===== src/sv/flash_write_frame_packer_assert.svh =====
// assertion macros shared by the frame packer
`ifndef FLASH_WRITE_FRAME_PACKER_ASSERT_SVH
`define FLASH_WRITE_FRAME_PACKER_ASSERT_SVH

// condition must hold in the same cycle
`define FWFP_ASSERT_NOW(label, ante, cons) \
   label: assert property (@(posedge clock) disable iff (reset) (ante) |-> (cons)) \
      else $error("frame packer check failed");

// condition must hold in the next cycle
`define FWFP_ASSERT_NEXT(label, ante, cons) \
   label: assert property (@(posedge clock) disable iff (reset) (ante) |=> (cons)) \
      else $error("frame packer check failed");

`endif


===== src/sv/fwfp_pkg.sv =====
package fwfp_pkg;

   // register indexes on the csr port
   localparam logic [1:0] CSR_BUF_LENGTH    = 2'd0;
   localparam logic [1:0] CSR_BUF_ALIGN     = 2'd1;
   localparam logic [1:0] CSR_BLOCK_COMMAND = 2'd2;
   localparam logic [1:0] CSR_CHECKSUM_INIT = 2'd3;

   // word kinds on the frame
   localparam logic [1:0] KIND_HEADER = 2'd0;
   localparam logic [1:0] KIND_OFFSET = 2'd1;
   localparam logic [1:0] KIND_DATA   = 2'd2;
   localparam logic [1:0] KIND_CHECK  = 2'd3;

   localparam logic [1:0]  LANE_LAST    = 2'd3;
   localparam logic [31:0] WORD_ERASED  = 32'hffff_ffff;
   localparam logic [15:0] LENGTH_RESET = 16'd4;
   localparam logic [15:0] ALIGN_RESET  = 16'd1;

   // one classified request waiting for the back end
   typedef struct packed {
      logic [7:0]  data_byte;
      logic        first;
      logic [31:0] start_offset;
      logic [31:0] transfer_left;
   } entry_type;

   typedef enum logic [2:0] {
      ST_IDLE,
      ST_DIV,
      ST_HEADER,
      ST_OFFSET,
      ST_PACK,
      ST_WORD,
      ST_CHECK
   } back_state_type;

   typedef struct packed {
      logic        start;
      logic [31:0] dividend;
      logic [15:0] divisor;
   } div_req_type;

   typedef struct packed {
      logic        busy;
      logic        done;
      logic [15:0] remainder;
   } div_rsp_type;

endpackage


===== src/sv/flash_write_frame_packer.sv =====
// a byte inside a run passes through the back end's idle and pack states, and the word state when it
// completes a data word; a byte that opens a run first waits in the divide state for the offset modulo
// in the serial divider, then the header and offset words go out; the checksum word follows the last data word
// the front end queues requests, so req_ready stays high until the queue fills
// synchronous active-high reset: buf_length 4, buf_align 1, command and checksum seed 0,
// no transfer open, queue and output register empty
module flash_write_frame_packer #(
   parameter int QUEUE_DEPTH = 2
) (
   input  logic        clock,
   input  logic        reset,
   // request channel, one byte per request
   input  logic        req_valid,
   output logic        req_ready,
   input  logic [7:0]  req_data_byte,
   input  logic        req_first,
   input  logic [31:0] req_start_offset,
   input  logic [31:0] req_byte_count,
   // frame word channel
   output logic        rsp_valid,
   input  logic        rsp_ready,
   output logic [31:0] rsp_frame_word,
   output logic [1:0]  rsp_word_kind,
   output logic        rsp_last,
   // register writes
   input  logic        csr_valid,
   output logic        csr_ready,
   input  logic [1:0]  csr_index,
   input  logic [31:0] csr_wdata
);
   import fwfp_pkg::*;

   `include "flash_write_frame_packer_assert.svh"

   // configuration registers
   logic [15:0] buf_length_ff, buf_length_in;
   logic [15:0] buf_align_ff, buf_align_in;
   logic [31:0] block_command_ff, block_command_in;
   logic [31:0] checksum_init_ff, checksum_init_in;

   // front to back queue
   logic        queue_push;
   logic        queue_ready;
   entry_type   push_entry;
   logic        queue_pop;
   logic        queue_valid;
   entry_type   pop_entry;

   // modulo unit
   div_req_type div_req;
   div_rsp_type div_rsp;

   // the user must issue writes only while idle; the block does not enforce this, and the port is always open
   assign csr_ready = 1'b1;

   always_comb begin
      buf_length_in    = buf_length_ff;
      buf_align_in     = buf_align_ff;
      block_command_in = block_command_ff;
      checksum_init_in = checksum_init_ff;
      if (csr_valid && csr_ready) begin
         case (csr_index)
            CSR_BUF_LENGTH:    buf_length_in    = csr_wdata[15:0];
            CSR_BUF_ALIGN:     buf_align_in     = csr_wdata[15:0];
            CSR_BLOCK_COMMAND: block_command_in = csr_wdata;
            CSR_CHECKSUM_INIT: checksum_init_in = csr_wdata;
            default: begin
            end
         endcase
      end
   end

   always_ff @(posedge clock) begin
      if (reset) begin
         buf_length_ff    <= LENGTH_RESET;
         buf_align_ff     <= ALIGN_RESET;
         block_command_ff <= '0;
         checksum_init_ff <= '0;
      end else begin
         buf_length_ff    <= buf_length_in;
         buf_align_ff     <= buf_align_in;
         block_command_ff <= block_command_in;
         checksum_init_ff <= checksum_init_in;
      end
   end

   // front end: drops stray bytes, tracks what is left of the transfer
   fwfp_front u_front (
      .clock            (clock),
      .reset            (reset),
      .req_valid        (req_valid),
      .req_ready        (req_ready),
      .req_data_byte    (req_data_byte),
      .req_first        (req_first),
      .req_start_offset (req_start_offset),
      .req_byte_count   (req_byte_count),
      .queue_ready      (queue_ready),
      .queue_push       (queue_push),
      .queue_entry      (push_entry)
   );

   fwfp_queue #(
      .DEPTH (QUEUE_DEPTH)
   ) u_queue (
      .clock      (clock),
      .reset      (reset),
      .push       (queue_push),
      .push_entry (push_entry),
      .push_ready (queue_ready),
      .pop        (queue_pop),
      .pop_valid  (queue_valid),
      .pop_entry  (pop_entry)
   );

   // serial offset modulo alignment, used once per run
   fwfp_div u_div (
      .clock   (clock),
      .reset   (reset),
      .div_req (div_req),
      .div_rsp (div_rsp)
   );

   // back end: run split, byte packing, checksum, output register
   fwfp_back u_back (
      .clock          (clock),
      .reset          (reset),
      .buf_length     (buf_length_ff),
      .buf_align      (buf_align_ff),
      .block_command  (block_command_ff),
      .checksum_init  (checksum_init_ff),
      .queue_valid    (queue_valid),
      .queue_entry    (pop_entry),
      .queue_pop      (queue_pop),
      .div_req        (div_req),
      .div_rsp        (div_rsp),
      .rsp_valid      (rsp_valid),
      .rsp_ready      (rsp_ready),
      .rsp_frame_word (rsp_frame_word),
      .rsp_word_kind  (rsp_word_kind),
      .rsp_last       (rsp_last)
   );

   // only the checksum word closes a run
   `FWFP_ASSERT_NOW(a_last_on_check, rsp_valid, rsp_last == (rsp_word_kind == KIND_CHECK))
   // a new modulo never starts over one in flight
   `FWFP_ASSERT_NOW(a_div_start_idle, div_req.start, !div_rsp.busy)
   // a started modulo is running on the next cycle
   `FWFP_ASSERT_NEXT(a_div_runs, div_req.start, div_rsp.busy && !div_rsp.done)

endmodule


===== src/sv/fwfp_queue.sv =====
module fwfp_queue #(
   parameter int DEPTH = 2
) (
   input  logic                clock,
   input  logic                reset,
   input  logic                push,
   input  fwfp_pkg::entry_type push_entry,
   output logic                push_ready,
   input  logic                pop,
   output logic                pop_valid,
   output fwfp_pkg::entry_type pop_entry
);
   import fwfp_pkg::*;

   localparam int PW = (DEPTH > 1) ? $clog2(DEPTH) : 1;
   localparam int CW = $clog2(DEPTH + 1);
   localparam logic [PW-1:0] PTR_LAST   = PW'(DEPTH - 1);
   localparam logic [CW-1:0] COUNT_FULL = CW'(DEPTH);

   entry_type     slot_ff [DEPTH];
   logic [PW-1:0] wr_ptr_ff, wr_ptr_in;
   logic [PW-1:0] rd_ptr_ff, rd_ptr_in;
   logic [CW-1:0] count_ff, count_in;
   logic          do_push, do_pop;

   assign push_ready = (count_ff != COUNT_FULL);
   assign pop_valid  = (count_ff != '0);
   assign pop_entry  = slot_ff[rd_ptr_ff];
   assign do_push    = push && push_ready;
   assign do_pop     = pop && pop_valid;

   always_comb begin
      wr_ptr_in = wr_ptr_ff;
      rd_ptr_in = rd_ptr_ff;
      count_in  = count_ff;
      if (do_push) begin
         wr_ptr_in = (wr_ptr_ff == PTR_LAST) ? '0 : wr_ptr_ff + 1'b1;
      end
      if (do_pop) begin
         rd_ptr_in = (rd_ptr_ff == PTR_LAST) ? '0 : rd_ptr_ff + 1'b1;
      end
      if (do_push && !do_pop) begin
         count_in = count_ff + 1'b1;
      end else if (do_pop && !do_push) begin
         count_in = count_ff - 1'b1;
      end
   end

   always_ff @(posedge clock) begin
      if (reset) begin
         wr_ptr_ff <= '0;
         rd_ptr_ff <= '0;
         count_ff  <= '0;
      end else begin
         wr_ptr_ff <= wr_ptr_in;
         rd_ptr_ff <= rd_ptr_in;
         count_ff  <= count_in;
      end
   end

   always_ff @(posedge clock) begin
      if (do_push) begin
         slot_ff[wr_ptr_ff] <= push_entry;
      end
   end

endmodule


===== src/sv/fwfp_front.sv =====
module fwfp_front (
   input  logic                clock,
   input  logic                reset,
   input  logic                req_valid,
   output logic                req_ready,
   input  logic [7:0]          req_data_byte,
   input  logic                req_first,
   input  logic [31:0]         req_start_offset,
   input  logic [31:0]         req_byte_count,
   input  logic                queue_ready,
   output logic                queue_push,
   output fwfp_pkg::entry_type queue_entry
);
   import fwfp_pkg::*;

   logic [31:0] transfer_left_ff, transfer_left_in;
   logic [31:0] left_now;
   logic        accept;
   logic        keep;

   assign req_ready = queue_ready;
   assign accept    = req_valid && req_ready;

   // stray bytes and empty transfers are dropped here
   always_comb begin
      left_now         = req_first ? req_byte_count : transfer_left_ff;
      keep             = (left_now != '0);
      transfer_left_in = transfer_left_ff;
      if (accept) begin
         transfer_left_in = keep ? left_now - 1'b1 : left_now;
      end
      queue_push                = accept && keep;
      queue_entry.data_byte     = req_data_byte;
      queue_entry.first         = req_first;
      queue_entry.start_offset  = req_start_offset;
      queue_entry.transfer_left = left_now;
   end

   always_ff @(posedge clock) begin
      if (reset) begin
         transfer_left_ff <= '0;
      end else begin
         transfer_left_ff <= transfer_left_in;
      end
   end

endmodule


===== src/sv/fwfp_div.sv =====
module fwfp_div (
   input  logic                  clock,
   input  logic                  reset,
   input  fwfp_pkg::div_req_type div_req,
   output fwfp_pkg::div_rsp_type div_rsp
);
   import fwfp_pkg::*;

   localparam logic [5:0] STEPS = 6'd32;

   logic [5:0]  count_ff, count_in;
   logic [31:0] dividend_ff, dividend_in;
   logic [15:0] divisor_ff, divisor_in;
   logic [15:0] rem_ff, rem_in;
   logic        done_ff, done_in;
   logic [16:0] trial;
   logic        fits;

   // restoring remainder, one quotient bit per cycle
   always_comb begin
      trial       = {rem_ff, dividend_ff[31]};
      fits        = (trial >= {1'b0, divisor_ff});
      count_in    = count_ff;
      dividend_in = dividend_ff;
      divisor_in  = divisor_ff;
      rem_in      = rem_ff;
      done_in     = 1'b0;
      if (div_req.start) begin
         count_in    = STEPS;
         dividend_in = div_req.dividend;
         divisor_in  = div_req.divisor;
         rem_in      = '0;
      end else if (count_ff != '0) begin
         count_in    = count_ff - 1'b1;
         dividend_in = {dividend_ff[30:0], 1'b0};
         rem_in      = fits ? 16'(trial - {1'b0, divisor_ff}) : trial[15:0];
         done_in     = (count_ff == 6'd1);
      end
   end

   always_ff @(posedge clock) begin
      if (reset) begin
         count_ff <= '0;
         done_ff  <= 1'b0;
      end else begin
         count_ff <= count_in;
         done_ff  <= done_in;
      end
   end

   always_ff @(posedge clock) begin
      dividend_ff <= dividend_in;
      divisor_ff  <= divisor_in;
      rem_ff      <= rem_in;
   end

   assign div_rsp.busy      = (count_ff != '0);
   assign div_rsp.done      = done_ff;
   assign div_rsp.remainder = rem_ff;

endmodule


===== src/sv/fwfp_back.sv =====
module fwfp_back (
   input  logic                  clock,
   input  logic                  reset,
   input  logic [15:0]           buf_length,
   input  logic [15:0]           buf_align,
   input  logic [31:0]           block_command,
   input  logic [31:0]           checksum_init,
   input  logic                  queue_valid,
   input  fwfp_pkg::entry_type   queue_entry,
   output logic                  queue_pop,
   output fwfp_pkg::div_req_type div_req,
   input  fwfp_pkg::div_rsp_type div_rsp,
   output logic                  rsp_valid,
   input  logic                  rsp_ready,
   output logic [31:0]           rsp_frame_word,
   output logic [1:0]            rsp_word_kind,
   output logic                  rsp_last
);
   import fwfp_pkg::*;

   back_state_type state_ff, state_in;
   entry_type      entry_ff, entry_in;
   logic [15:0]    run_left_ff, run_left_in;
   logic [31:0]    cur_offset_ff, cur_offset_in;
   logic [15:0]    residue_ff, residue_in;
   logic [1:0]     lane_ff, lane_in;
   logic [31:0]    acc_ff, acc_in;
   logic [31:0]    csum_ff, csum_in;
   logic           rsp_valid_ff, rsp_valid_in;
   logic [31:0]    rsp_word_ff, rsp_word_in;
   logic [1:0]     rsp_kind_ff, rsp_kind_in;
   logic           rsp_last_ff, rsp_last_in;

   logic           out_free;
   logic           need_run;
   logic [32:0]    span;
   logic [15:0]    run_len;
   logic [31:0]    merged;

   assign out_free = !rsp_valid_ff || rsp_ready;
   assign need_run = queue_entry.first || (run_left_ff == '0);

   // next state
   always_comb begin
      state_in = state_ff;
      case (state_ff)
         ST_IDLE: begin
            if (queue_valid) begin
               state_in = need_run ? ST_DIV : ST_PACK;
            end
         end
         ST_DIV: begin
            if (div_rsp.done) begin
               state_in = ST_HEADER;
            end
         end
         ST_HEADER: begin
            if (out_free) begin
               state_in = ST_OFFSET;
            end
         end
         ST_OFFSET: begin
            if (out_free) begin
               state_in = ST_PACK;
            end
         end
         ST_PACK: begin
            state_in = (lane_ff == LANE_LAST || run_left_ff == 16'd1) ? ST_WORD : ST_IDLE;
         end
         ST_WORD: begin
            if (out_free) begin
               state_in = (run_left_ff == '0) ? ST_CHECK : ST_IDLE;
            end
         end
         ST_CHECK: begin
            if (out_free) begin
               state_in = ST_IDLE;
            end
         end
         default: state_in = ST_IDLE;
      endcase
   end

   // datapath and outputs
   always_comb begin
      entry_in      = entry_ff;
      run_left_in   = run_left_ff;
      cur_offset_in = cur_offset_ff;
      residue_in    = residue_ff;
      lane_in       = lane_ff;
      acc_in        = acc_ff;
      csum_in       = csum_ff;
      rsp_word_in   = rsp_word_ff;
      rsp_kind_in   = rsp_kind_ff;
      rsp_last_in   = rsp_last_ff;
      rsp_valid_in  = rsp_ready ? 1'b0 : rsp_valid_ff;
      queue_pop     = 1'b0;

      div_req.start    = 1'b0;
      div_req.dividend = queue_entry.first ? queue_entry.start_offset : cur_offset_ff;
      div_req.divisor  = (buf_align == '0) ? ALIGN_RESET : buf_align;

      span = {1'b0, entry_ff.transfer_left} + {17'd0, div_rsp.remainder};
      if (span > {17'd0, buf_length}) begin
         run_len = (buf_length > div_rsp.remainder) ? buf_length - div_rsp.remainder : 16'd1;
      end else begin
         run_len = entry_ff.transfer_left[15:0];
      end

      merged = acc_ff;
      merged[{lane_ff, 3'b000} +: 8] = acc_ff[{lane_ff, 3'b000} +: 8] & entry_ff.data_byte;

      case (state_ff)
         ST_IDLE: begin
            if (queue_valid) begin
               queue_pop     = 1'b1;
               entry_in      = queue_entry;
               div_req.start = need_run;
               if (queue_entry.first) begin
                  cur_offset_in = queue_entry.start_offset;
                  run_left_in   = '0;
               end
            end
         end
         ST_DIV: begin
            if (div_rsp.done) begin
               residue_in  = div_rsp.remainder;
               run_left_in = run_len;
               lane_in     = div_rsp.remainder[1:0];
               acc_in      = WORD_ERASED;
               csum_in     = checksum_init;
            end
         end
         ST_HEADER: begin
            if (out_free) begin
               rsp_valid_in = 1'b1;
               rsp_word_in  = block_command | {16'd0, run_left_ff};
               rsp_kind_in  = KIND_HEADER;
               rsp_last_in  = 1'b0;
            end
         end
         ST_OFFSET: begin
            if (out_free) begin
               rsp_valid_in = 1'b1;
               rsp_word_in  = cur_offset_ff;
               rsp_kind_in  = KIND_OFFSET;
               rsp_last_in  = 1'b0;
            end
         end
         ST_PACK: begin
            acc_in        = merged;
            lane_in       = lane_ff + 1'b1;
            run_left_in   = run_left_ff - 1'b1;
            cur_offset_in = cur_offset_ff + 1'b1;
         end
         ST_WORD: begin
            if (out_free) begin
               rsp_valid_in = 1'b1;
               rsp_word_in  = acc_ff;
               rsp_kind_in  = KIND_DATA;
               rsp_last_in  = 1'b0;
               csum_in      = csum_ff ^ acc_ff;
               acc_in       = WORD_ERASED;
               lane_in      = '0;
            end
         end
         ST_CHECK: begin
            if (out_free) begin
               rsp_valid_in = 1'b1;
               rsp_word_in  = csum_ff;
               rsp_kind_in  = KIND_CHECK;
               rsp_last_in  = 1'b1;
            end
         end
         default: begin
         end
      endcase
   end

   always_ff @(posedge clock) begin
      if (reset) begin
         state_ff      <= ST_IDLE;
         run_left_ff   <= '0;
         cur_offset_ff <= '0;
         residue_ff    <= '0;
         lane_ff       <= '0;
         acc_ff        <= WORD_ERASED;
         csum_ff       <= '0;
         rsp_valid_ff  <= 1'b0;
      end else begin
         state_ff      <= state_in;
         run_left_ff   <= run_left_in;
         cur_offset_ff <= cur_offset_in;
         residue_ff    <= residue_in;
         lane_ff       <= lane_in;
         acc_ff        <= acc_in;
         csum_ff       <= csum_in;
         rsp_valid_ff  <= rsp_valid_in;
      end
   end

   always_ff @(posedge clock) begin
      entry_ff    <= entry_in;
      rsp_word_ff <= rsp_word_in;
      rsp_kind_ff <= rsp_kind_in;
      rsp_last_ff <= rsp_last_in;
   end

   assign rsp_valid      = rsp_valid_ff;
   assign rsp_frame_word = rsp_word_ff;
   assign rsp_word_kind  = rsp_kind_ff;
   assign rsp_last       = rsp_last_ff;

endmodule

===== config.mk =====
export PLATFORM = sky130hd
export DESIGN_NAME = flash_write_frame_packer
export DESIGN_NICKNAME = d
export VERILOG_FILES = /design/src/sv/fwfp_pkg.sv /design/src/sv/flash_write_frame_packer.sv /design/src/sv/fwfp_queue.sv /design/src/sv/fwfp_front.sv /design/src/sv/fwfp_div.sv /design/src/sv/fwfp_back.sv
export VERILOG_INCLUDE_DIRS = /design/src /design/src/sv
export SDC_FILE = /design/constraint.sdc
export NUM_CORES = 1
export LEC_CHECK = 0
export BUFFER_PORTS_ARGS = -buffer_cell sky130_fd_sc_hd__clkbuf_2
export CORE_UTILIZATION = 60
export CTS_BUF_LIST = sky130_fd_sc_hd__clkbuf_16
export CTS_CLUSTER_SIZE = 24
export DETAILED_ROUTE_END_ITERATION = 6
export PLACE_DENSITY_LB_ADDON = 0.3
export REMOVE_ABC_BUFFERS = 1
export SETUP_SLACK_MARGIN = 0.02
export SYNTH_ARGS = -nofsm -noshare
export SYNTH_HDL_FRONTEND = slang
export SYNTH_HIERARCHICAL = 1
export SYNTH_SLANG_ARGS = --single-unit

===== constraint.sdc =====
create_clock -name clock -period 6.4 [get_ports clock]
set_input_delay 0.96 -clock clock [delete_from_list [all_inputs] [get_ports clock]]
set_output_delay 0.96 -clock clock [all_outputs]
set_load 0.1 [all_outputs]

==> results of run 1 <==
[worst max-delay path: cells and delay by family, from the launching register on]
kind | cells | cell delay [ns]
AOI/OAI and AO/OA | 10 | 2.16
xor gates and xnor gates | 1 | 0.17
adders and majority gates | 3 | 0.93
buffers and inverters | 2 | 0.39
DFF | 1 | 0.52
muxes | 1 | 0.26
and+or+nand+nor | 6 | 1.46
[final cells by class]
type,count,area share (%)
multi-input combinational,1962,43.8
sequential,543,43.3
clock buffer,56,4.47
timing repair buffer,180,3.15
tap,607,2.42
clock inverter,47,1.55
inverter,107,1.28
[routing by layer]
metal | share of wire (%) | global-route usage (%) | wire [µm]
met1 | 43 | 43.1 | 32700
met5 | 0 | 0 | 0
met3 | 9.2 | 4.71 | 6930
met4 | 2.2 | 8.14 | 1630
met2 | 45 | 47.7 | 34200
[worst max-delay path by stage]
stage	cells past startpoint	start	end
5_1_grt	23	u_div/rem_ff[0]	u_back/run_left_ff[7]
3_3_place_gp	23	u_div/rem_ff[0]	u_back/run_left_ff[0]
2_1_floorplan	5	flip-flop	u_div/dividend_ff[0]
6_report	23	u_div/rem_ff[0]	u_back/run_left_ff[1]
4_1_cts	23	u_div/rem_ff[0]	u_back/run_left_ff[12]
3_5_place_dp	23	u_div/rem_ff[0]	u_back/run_left_ff[12]
[power groups by stage]
stage	Sequential, mW	Combinational [mW]	Clock (mW)
after detailed placement	5.40	6.39	0
after floorplan	5.32	4.65	0
final	5.36	6.57	3.34
after global routing	5.42	7.15	3.52
after CTS	5.32	6.48	3.38
after global placement	5.35	6.27	0
[through the flow]
step	instances	setup WS, ns	power, mW	hold slack, ns	setup TNS (ns)
finish	3502	0.437	15.3	0.453	0
CTS	3502	0.530	15.2	0.457	0
global route	3502	0.0293	16.1	0.468	0
global placement	3399	0.784	11.6	0.440	0
detailed placement	3399	0.573	11.8	0.442	0
floorplan	2612	-0.862	9.97	0.424	-27.60
[cells by family (layout without fill, tap and decap cells)]
logic type | after synthesis | in the layout | share of synthesized area [%]
simple gates | 850 | 850 | 15.2
compound gates | 632 | 632 | 14.1
flops | 543 | 543 | 47.1
mux | 325 | 325 | 12.3
buf+inv | 322 | 390 | 5.34
fa+ha+maj | 80 | 80 | 3.56
xor+xnor | 74 | 74 | 2.25
other cells | 1 | 1 | 0.0130
[synth_stat cells (22+ instances only)]
library cell / n
a211oi_1: 28
a21o_1: 22
a21oi_1: 161
a22oi_1: 23
buf_4: 57
clkbuf_1: 124
dfxtp_1: 274
edfxtp_1: 269
ha_1: 77
inv_1: 106
mux2_2: 156
mux2i_1: 159
nand2_1: 201
nand2b_1: 140
nand3_1: 45
nand4_1: 27
nor2_1: 211
nor3_1: 45
nor3b_1: 38
nor4_1: 24
o211ai_1: 28
o21ai_0: 180
xnor2_1: 50
xor2_1: 24
==> results.txt, run 1 <==
Layout cells sized above 1 = 16.4%
Internal cell power = 9.14 mW
Cells after Synth = 2827
Hold path cells = 2
Synth top area share = 28.1%
DRC violations left = 0
Net Sw Frac = 40.2%
Crit path DAT = 6.53 ns
# Post-CTS Setup Buffers = 0
Worst skew pair latency = 0.62 ns
Vias in the first global route = 21200
Max_cap viols = 0
Worst EP required = 6.96 ns
RR Endpoint = u_back/run_left_ff[1]
Crit-path max cell delay = 0.52 ns
Flops & latches, synth = 543
Largest cells by area after synthesis = edfxtp_1 (28%), dfxtp_1 (19%), mux2_2 (6.1%)
Antenna Cells = 0
Seq/Total Area, Yosys = 47.1%
Die area = 48800 µm²
Post-synth ARST share = 0%
Post-CTS Resized = 0
Top Registers = u_queue/slot_ff: 146 flops, u_back/entry_ff: 40 flops
Routed via count = 22300
YS warnings = 6
Setup-failing EPs final = 0
Total Routing Usage GR = 30.2%
Switch Pwr = 6.13 mW
Highest clock rate = 0.168 GHz
Number of clock sinks = 543
Setup crit end kind = flip-flop
CTS max path bufs = 3
Core area = 47000 µm²
Die width = 221 µm
CTS HTree Levels = 2
Clock share of power = 21.8%
CTS Hold Bufs = 0
Avg Cell Area, Syn = 10.2 µm²
Fin nets = 3041
Rel. slew slack = 25.9%
Hold Crit Class = flip-flop to flip-flop
Placed inst area = 29400 µm²
Synthesis-to-finish area growth = 8.88%
DR pass1 iterations = 6
Hold Startpoint = u_front/transfer_left_ff[24]
Reg2reg start = u_div/rem_ff[0]
Final Max Tran Viols = 0
TritonCTS clock tree = yes
Clk_skew = 0.0234 ns
Pin count of the biggest net entering global routing = 123
Pwr Density = 487 nW/µm²
Setup Crit Path Kind = flip-flop to flip-flop
Top_reg_cell synth = dfxtp_1
Tmin final = 5.96 ns
Tightest Pin Transition = 1.10 ns
Post-DP HPWL = 52300 µm
Tcrit/Tclk final = 93.2%
Final ANT Viol Nets = 0
Top cell type by total area after synthesis = edfxtp_1
Leakage power = 12.0 nW
Total Wirelength = 75500 µm
Die height = 221 µm
Max FFs per register = 146
Routed WL per cell = 21.6 µm
Utilization after layout = 66.7%
Sequential fraction of design power = 35.1%
Initial antenna violation count = 0
RSZ-0062 raised after global routing = no
Commonest non-fill, non-tap cell in the layout = dfxtp_1
CTS buffer count = 55
Most frequent cells in the layout = dfxtp_1 (273), edfxtp_1 (269), nor2_1 (207)
Startpoint Class = flip-flop
Register with the most flip-flops = u_queue/slot_ff
Area of the multi-input gates = 13700 µm²
Final Hold Viols = 0
Final Wtd Congestion = 0.948
Crit-path cells = ha_1, inv_1, fa_1, nor2b_1, o2111ai_1, a21bo_2, nor3b_1, o21bai_1, a21oi_1, o21ai_0, xor2_1, ha_1, a21o_1, a21oi_1, or3b_1, o31ai_1, o211a_1, nand4_1, nor4_2, and4_1, buf_4, mux2i_1, o221a_1
Vias/cell = 6.37
Worst vdd ir = 0.277 mV
Post-synthesis cell area = 28800 µm²
First-pass GRT wire length = 118000 µm
CP max stage cell = dfxtp_1
CTS root buffer = clkbuf_16
Crit-path max FO = 20
Worst reg2reg setup slack = 0.44 ns
Hold Path End = u_front/transfer_left_ff[24]
Port-buffer cells = 148
DR iter-0 viols = 2461
Logic gate share of total power = 43.0%
EDFF count, synth = 269
FILL cells = 3520
Ports = 150
FF-to-FF path depth = 23
Reg area = 13600 µm²
Total grt overflow = 0
Site row count = 79
Design Area, Final = 31300 µm²
Post-synth cell types = 101
Status = finished clean
Clock-pin slew on the worst setup and hold paths = 0.06 ns
Initial cell density of the core = 61.3%
Power figures use the tool's default switching activity.
==> inputs of run 2 (changes only) <==
clock period = 6.78 ns   (was 6.4 ns; I/O delays follow)
==> run 2 against run 1 <==
Against the previous run: global-route usage grew 0.21 points; clock power shrank 13%; critical endpoint is now u_back/run_left_ff[11]; final cell count is essentially flat; wire length increased by 0.63%; critical path type unchanged; largest power group unchanged.
==> results.txt, run 2 (synthesis results as in run 1) <==
Pwr Density = 456 nW/µm² (-6.5%)
RSZ-0062 raised after global routing = no
Setup-failing EPs final = 0 (unchanged)
Max FFs per register = 146 (unchanged)
Fin nets = 3038 (-0.099%)
CTS HTree Levels = 2 (unchanged)
Final ANT Viol Nets = 0 (unchanged)
# Post-CTS Setup Buffers = 0 (unchanged)
Top Registers = u_queue/slot_ff: 146 flops, u_back/entry_ff: 40 flops
FILL cells = 3575 (+1.6%)
Post-DP HPWL = 52600 µm (+0.70%)
Clock-pin slew on the worst setup and hold paths = 0.06 ns (about the same)
Register with the most flip-flops = u_queue/slot_ff
Net Sw Frac = 40.8% (+0.61 points)
Clk_skew = 0.0220 ns (-0.00139 ns)
Hold Crit Class = flip-flop to flip-flop
Crit path DAT = 6.60 ns (+0.07 ns)
Initial antenna violation count = 1 (+1)
DR pass1 iterations = 6 (unchanged)
Die area = 48800 µm² (unchanged)
DRC violations left = 0 (unchanged)
Hold Slack = 0.453 ns (+0.000119 ns)
CTS max path bufs = 3 (unchanged)
WP buf/inv = 1 (-1)
Synthesis-to-finish area growth = 8.23%
Logic gate share of total power = 43.8% (+0.8 points)
Rel. slew slack = 16.2% (-9.7 points)
Worst vdd ir = 0.302 mV (+9.4%)
Total Wirelength = 76000 µm (+0.63%)
Switch Pwr = 5.78 mW (-5.6%)
CP max stage cell = and4_1
TritonCTS clock tree = yes
Core area = 47000 µm² (unchanged)
Ports = 150 (unchanged)
Most frequent cells in the layout = dfxtp_1 (273), edfxtp_1 (269), nor2_1 (207)
Reg area = 13600 µm² (unchanged)
Die width = 221 µm (unchanged)
Setup Crit Path Kind = flip-flop to flip-flop
Total grt overflow = 0 (unchanged)
Tcrit/Tclk final = 90.0% (-3.2 points)
Layout cells sized above 1 = 16.0% (-0.33 points)
CTS Hold Bufs = 0 (unchanged)
DR iter-0 viols = 2670 (+8.5%)
Port-buffer cells = 148 (unchanged)
Die height = 221 µm (unchanged)
CTS buffer count = 55 (unchanged)
Clock share of power = 20.5% (-1.3 points)
Total Routing Usage GR = 30.4% (+0.21 points)
Placed cell count = 3396 (-0.088%)
Vias/cell = 6.37 (about the same)
Max_cap viols = 0 (unchanged)
Number of clock sinks = 543 (unchanged)
Pin count of the biggest net entering global routing = 85 (-31%)
Worst skew pair latency = 0.63 ns (about the same)
Vias in the first global route = 21400 (+0.75%)
Utilization after layout = 66.3% (-0.40 points)
Area of the multi-input gates = 13700 µm² (unchanged)
Worst EP required = 7.28 ns (+0.32 ns)
Top delay family on crit path = compound AO/OA/AOI/OAI gates
Crit-path max FO = 18 (-10%)
Final Wtd Congestion = 0.953 (+0.56%)
CTS root buffer = clkbuf_16
Layout Cells excl Fill = 3500 (-0.057%)
Tmin final = 6.10 ns (+0.136 ns)
Crit-path max cell delay = 0.79 ns (+0.27 ns)
Setup TNS = 0 ns (unchanged)
Startpoint Class = flip-flop
Setup crit end kind = flip-flop
Tightest Pin Transition = 1.25 ns (+0.150 ns)
Post-CTS Resized = 0 (unchanged)
Site row count = 79 (unchanged)
Highest clock rate = 0.164 GHz (-2.2%)
Routed via count = 22300 (-0.031%)
Commonest non-fill, non-tap cell in the layout = dfxtp_1
Final Hold Viols = 0 (unchanged)
Initial cell density of the core = 61.3% (unchanged)
Crit-path cells = ha_1, inv_1, fa_1, nor2b_1, o2111ai_1, a21bo_2, nor3b_1, o21bai_1, a21oi_1, o21ai_0, xor2_1, ha_1, a21o_1, a21oi_1, or3b_1, o31ai_1, o211a_1, nand4_1, nor4_2, and4_1, nor4_1, o31a_1
Routed WL per cell = 21.7 µm (+0.69%)
Leakage power = 11.9 nW (-0.42%)
Antenna Cells = 0 (unchanged)
Sequential fraction of design power = 35.6% (+0.5 points)
Internal cell power = 8.40 mW (-8.0%)
Status = finished clean
Final Max Tran Viols = 0 (unchanged)
First-pass GRT wire length = 118000 µm (+0.35%)
## run 2: changes by cell type in the layout (fill, tap and decap cells not counted), sizes merged
cell,change
clkinv,-3
inv,+9
buf,-3
bufinv,-6
clkbuf,+1
## run 2: worst register-to-register path: cells and delay by family, from the launching register on
kind / cells / cell delay [ns]
DFF: 1 / 0.52
xor gates and xnor gates: 1 / 0.19
adders and majority gates: 3 / 0.94
and+or+nand+nor: 7 / 2.01
AOI/OAI and AO/OA: 10 / 2.26
buffers and inverters: 1 / 0.07
## run 2: worst paths after layout
check             slack [ns]                            to  depth (start not counted)                          from
setup reg to reg        0.68        u_back/run_left_ff[11]                         22               u_div/rem_ff[0]
hold reg to reg         0.45  u_front/transfer_left_ff[24]                          2  u_front/transfer_left_ff[24]
setup / recovery        0.68        u_back/run_left_ff[11]                         22               u_div/rem_ff[0]
hold / removal          0.45  u_front/transfer_left_ff[24]                          2  u_front/transfer_left_ff[24]
## run 2: stage by stage
stage	power [mW]	setup slack [ns]	cell area [µm²]
floorplan	9.41	-0.482	27600
detailed placement	11.1	0.795	29400
finish	14.2	0.681	31100
CTS	14.1	0.757	31100
global route	14.9	0.310	31100
global placement	11.0	0.949	29400
## run 2: metal layers
| metal | wire, µm | GRT usage, % | vias to the layer above |
|---|---|---|---|
| li1 | - | - | 10300 |
| met1 | 32800 | 42.8 | 10700 |
| met2 | 34400 | 48.0 | 1102 |
| met3 | 7040 | 5.39 | 134 |
| met4 | 1670 | 8.73 | 0 |
| met5 | 0 | 0 | - |
## run 2: final cells by class
type                    instances  area share [%]
multi-input cells            1962            44.1
clock inverters                47           0.956
flip-flops and latches        543            43.6
clock buffers                  57            4.58
repair buffers                177            3.10
well taps                     607            2.44
inverters                     107            1.29
## run 2: power groups by stage
| stage | combinational, mW | sequential (mW) | clock, mW |
|---|---|---|---|
| finish | 6.22 | 5.06 | 2.92 |
| global route | 6.74 | 5.12 | 3.08 |
| CTS | 6.10 | 5.03 | 2.96 |
| detailed placement | 6.04 | 5.09 | 0 |
| global placement | 5.90 | 5.05 | 0 |
| floorplan | 4.39 | 5.02 | 0 |
